`src/hw/rtl/qcn_ram.sv`:
```
// Generic single-port-write, single-port-read RAM with registered read data.
// No dependencies.
module qcn_ram #(
   parameter int WIDTH = 8,
   parameter int DEPTH = 16
) (
   input  logic                     clock,
   input  logic                     wr_en,
   input  logic [$clog2(DEPTH)-1:0] wr_addr,
   input  logic [WIDTH-1:0]         wr_data,
   input  logic                     rd_en,
   input  logic [$clog2(DEPTH)-1:0] rd_addr,
   output logic [WIDTH-1:0]         rd_data
);

   logic [WIDTH-1:0] mem_ff [DEPTH];
   logic [WIDTH-1:0] rd_data_ff;

   // read-first: a read and write of the same entry return the old data
   always_ff @(posedge clock) begin
      if (rd_en) begin
         rd_data_ff <= mem_ff[rd_addr];
      end
      if (wr_en) begin
         mem_ff[wr_addr] <= wr_data;
      end
   end

   assign rd_data = rd_data_ff;

endmodule

```
`config.mk`:
```
export PLATFORM = sky130hd
export DESIGN_NAME = qcn_ram
export DESIGN_NICKNAME = d
export VERILOG_FILES = /design/src/hw/rtl/qcn_ram.sv
export SDC_FILE = /design/constraint.sdc
export NUM_CORES = 1
export LEC_CHECK = 0
export BUFFER_PORTS_ARGS = -buffer_cell sky130_fd_sc_hd__clkbuf_2
export CAP_MARGIN = 0
export CORE_ASPECT_RATIO = 0.7
export CORE_MARGIN = 4
export CORE_UTILIZATION = 55
export DETAILED_ROUTE_END_ITERATION = 8
export GPL_TIMING_DRIVEN = 0
export PLACE_DENSITY_LB_ADDON = 0.12
export SLEW_MARGIN = 10
export SYNTH_ARGS = -nofsm -noshare
export SYNTH_HDL_FRONTEND = slang
export SYNTH_SLANG_ARGS = --single-unit
```
`constraint.sdc`:
```
create_clock -name clock -period 2.6 [get_ports clock]
set_clock_uncertainty 0.15 [all_clocks]
set_input_delay 0.13 -clock clock [delete_from_list [all_inputs] [get_ports clock]]
set_output_delay 0.13 -clock clock [all_outputs]
set_load 0.1 [all_outputs]
```
## Word level (Yosys, flattened, before mapping)

Memory sizes are Yosys's and may differ from the RTL's. A register that Yosys moved wholly into a read port is not among the register bits.
Cells that the tools add are included.
Widths: inputs -> output; s select.

- RAM bits: 128
- Logic and storage cells: 3
- Bits of input ports: 19
- Output and inout port bits: 8
- Register bits after elaboration: 0
- Memories kept: 1

- Muxes and demuxes: 2

Memories:

| memory | words | bits a word | read ports | clocked after memory_dff | write ports | line | source |
|---|---|---|---|---|---|---|---|
| mem_ff | 16 | 8 | 1 | 1 | 1 | 16 | `logic [WIDTH-1:0] mem_ff [DEPTH];` |

Operators by type and width:

| kind | count |
|---|---|
| $mux 1 | 2 |

## Depth between registers and ports, before layout

- Depth in word-level cells: 2
- Gate-level depth with buffers: 5
- Mapped depth without buffers: 3

## Worst setup path after synthesis

No wires, ideal clock.

- Kind: input -> register
- Start point: input port wr_addr[2]
- End point: memory mem_ff[0][0] (enable)
- Setup time: 383 ps
- Path slack: 827 ps
- Stages on the path: 2
- Buffers on the path: 0
- Data arrival time: 1240 ps
- Required time: 2067 ps
- Cells stage by stage: or3b_2 -> nor3_1

RTL lines:

| what | line | source |
|---|---|---|
| from (decl) | 9 | `input logic [$clog2(DEPTH)-1:0] wr_addr,` |
| to (decl) | 16 |  |

No word-level cell before the write port.

==> out/qor.tcl <==
set qor(grt_antenna_before_repair) 0
set qor(max_cap_check_violation_count) 0
set qor(hold_viol) 0
set qor(cts_sinks) 136
set qor(worst_path_maximum_fanout) 1
set qor(reg2reg_depth) 3
set qor(drtAntennaViolNets) 0
set qor(post_synth_main_area_contributors) {edfxtp_1, mux4_2, mux4_1}
set qor(grt_pass1_vias) 2378
set qor(worstReg2RegEnd) {rd_data[0]$_DFFE_PP_}
set qor(rows) 29
set qor(timing.hold.worst.start) {wr_data[5]}
set qor(total_inserted_antenna_cells) 0
set qor(gr-usage-all-layers) 0.1911
set qor(placedCellCount) 378
set qor(floorplan.io_pins) 27
set qor(place.detailed.hpwl_mm) 6.167
set qor(power_share_of_the_clock_group) 0.426
set qor(post_cts_resized) 0
set qor(worstHoldEndpoint) {mem_ff[15][5]$_DFFE_PP_}
set qor(grt_max_degree) 17
set qor(timing.max_slew.rel_slack) 0.2483
set qor(ys_ff_latch) 136
set qor(core_area_mm2) 0.009180
set qor(layout.nets) 293
set qor(post_synth_num_cell_types) 18
set qor(area_growth_pct) 15.53
set qor(clk-insertion-delay-late_ns) 0.41
set qor(worstSetupPathType) {register to register}
set qor(worst_ep_required_time_ns) 2.60
set qor(power.internal_mw) 3.862
set qor(drive_gt1_frac) 0.2692
set qor(yosys.area.top_type) {edfxtp_1}
set qor(postCtsSetupRepairBufs) 0
set qor(fill_cells) 604
set qor(power.leakage_nw) 2.012
set qor(vias) 2438
set qor(chipHeight_um) 89.57
set qor(via_per_inst) 5.946
set qor(post_synth.cell_area_avg_um2) 22.83
set qor(timing.critical_path.to_type) {register}
set qor(switching_power_mw) 1.005
set qor(overflow) 0
set qor(cells_on_worst_hold_path) 1
set qor(finish_stage_setup_viols) 0
set qor(cp.arrival_ns) 1.63
set qor(detail_route.first_pass.iterations) 5
set qor(netlist_instances) 229
set qor(pwr-share-seq) 0.510
set qor(element_type_at_the_critical_path_start) {register}
set qor(tritoncts) {yes}
set qor(floorplan.die.width_um) 124.5
set qor(synthesis.nets) 248
set qor(actual_transition_at_the_worst_max_transition_pin_ns) 1.119
set qor(reg2reg_slack_ns) 0.98
set qor(cts_buffer_depth) 2
set qor(peakVddDrop_mv) 0.7395
set qor(maxClockFrequency_mhz) 615.7
set qor(mapped_area_mm2) 0.005228
set qor(grt_setup_unrepaired) {false}
set qor(power_switching_share) 0.2065
set qor(tritoncts.num_buffers) 17
set qor(finalCritPeriodShare) 0.6247
set qor(fin_cells) 410
set qor(seq_area_frac_synth) 0.7812
set qor(die-area_mm2) 0.01115
set qor(share_comb_of_total_power) 0.064
set qor(route.detailed.wl_per_inst_um) 23.56
set qor(grt_first_pass_wirelength_mm) 14.52
set qor(setup_tns_ns) 0
set qor(place.gp.congestion) 0.7456
set qor(yosys.area.top_type_share) 0.7812
set qor(final.min_clock_period_ns) 1.624
set qor(layout.core_utilization) 0.6579
set qor(synth.yosys.warnings) 0
set qor(final_max_slew_viol_count) 0
set qor(clkTransAtPathRegs_ns) 0.05
set qor(ctsHoldBuffers) 1
set qor(powerDensity_mw_per_mm2) 805.9
set qor(clockRootBuffer) {clkbuf_16}
set qor(postRouteWirelength_mm) 9.659
set qor(outcome) {finished clean}
set qor(holdCritPathClass) {input port to register}
set qor(portBuffers) 25
set qor(pre_cts_ws_ns) 0.3057
set qor(htree_levels) 4
set qor(worst_r2r_startpoint) {mem_ff[5][0]$_DFFE_PP_}
set qor(drt_drc_violations_left) 0
set qor(first_iter_violations) 208
set qor(start_util) 0.5694
set qor(setup_slack_ns) 0.9758
## power groups by stage
stage | logic (mW) | registers [mW] | clock network (mW)
final | 0.310 | 2.48 | 2.07
after global routing | 0.331 | 2.49 | 2.22
after CTS | 0.310 | 2.48 | 2.10
after detailed placement | 0.308 | 2.53 | 0
after global placement | 0.305 | 2.53 | 0
after floorplan | 0.125 | 2.60 | 0
## final cells by class
type | count | area (um^2) | share of cell area
clock buffer | 25 | 455.4 | 0.07541
buffer | 10 | 86.33 | 0.01429
timing repair buffer | 26 | 135.1 | 0.02237
sequential | 136 | 4084 | 0.6762
tap | 124 | 155.1 | 0.02569
multi-input combinational | 83 | 1072 | 0.1775
clock inverter | 6 | 51.30 | 0.008494
## cell families after synthesis
| kind of cell | count (synthesis) | share of synthesized area |
|---|---|---|
| compound gates | 16 | 0.02298 |
| buf+inv | 10 | 0.01651 |
| flops | 136 | 0.7812 |
| mux | 32 | 0.1479 |
| simple gates | 35 | 0.03136 |
## worst max-delay path: stages (launching register included)
cell and delay (ns):
edfxtp_1 0.35, mux4_1 0.57, a22oi_1 0.21, nand2_1 0.10
## metrics by stage
step,hold WS [ns],total power [mW],instance area [um^2]
final,0.02446,4.867,6040
after floorplan,0.07887,2.728,5228
after global routing,0.02963,5.035,6040
after detailed placement,0.3591,2.836,5508
after CTS,0.008286,4.892,6025
after global placement,0.3513,2.831,5508
## cells in the mapped netlist
cell type and number:
a22oi_1 16, and2_1 1, and2b_1 1, buf_2 3
buf_4 1, buf_6 3, clkdlybuf4s25_2 3, edfxtp_1 136
mux4_1 14, mux4_2 18, nand2_1 9, nand2b_1 2
nand3_1 1, nand3b_1 2, nor2_1 13, nor2b_1 1
nor3_1 4, or3b_2 1
## flip-flops by register name, summed over array words and instances, names as in the netlist
name / cells
mem_ff: 128
rd_data: 8
## layout by cell type, fill, tap and decap left out, drive strengths merged
cell type / synthesis / layout
nand3: 1 / 1
clkbuf: 0 / 50
a22oi: 16 / 16
dlygate4sd3: 0 / 1
clkdlybuf4s25: 3 / 3
nand2: 9 / 9
nand3b: 2 / 2
and2b: 1 / 1
nor2: 13 / 13
bufinv: 0 / 1
and2: 1 / 1
nand2b: 2 / 2
edfxtp: 136 / 136
nor3: 4 / 4
nor2b: 1 / 1
buf: 7 / 7
mux4: 32 / 32
or3b: 1 / 1
clkinv: 0 / 5
## worst max-delay path by stage
stage	start	endpoint	cells past startpoint
2_1_floorplan	wr_addr[2]	mem_ff[0][0]$_DFFE_PP_	2
3_3_place_gp	wr_addr[2]	mem_ff[0][4]$_DFFE_PP_	3
3_5_place_dp	wr_addr[2]	mem_ff[0][4]$_DFFE_PP_	3
4_1_cts	wr_addr[2]	mem_ff[0][6]$_DFFE_PP_	3
5_1_grt	mem_ff[8][2]$_DFFE_PP_	rd_data[2]$_DFFE_PP_	3
6_report	mem_ff[5][0]$_DFFE_PP_	rd_data[0]$_DFFE_PP_	3
## layer usage
metal	track usage	wire length, um
met5	0	0
met3	0.05910	785
met2	0.2676	4236
met1	0.2826	4483
met4	0.08060	152
Note: power is estimated with default switching activity, not from simulation.
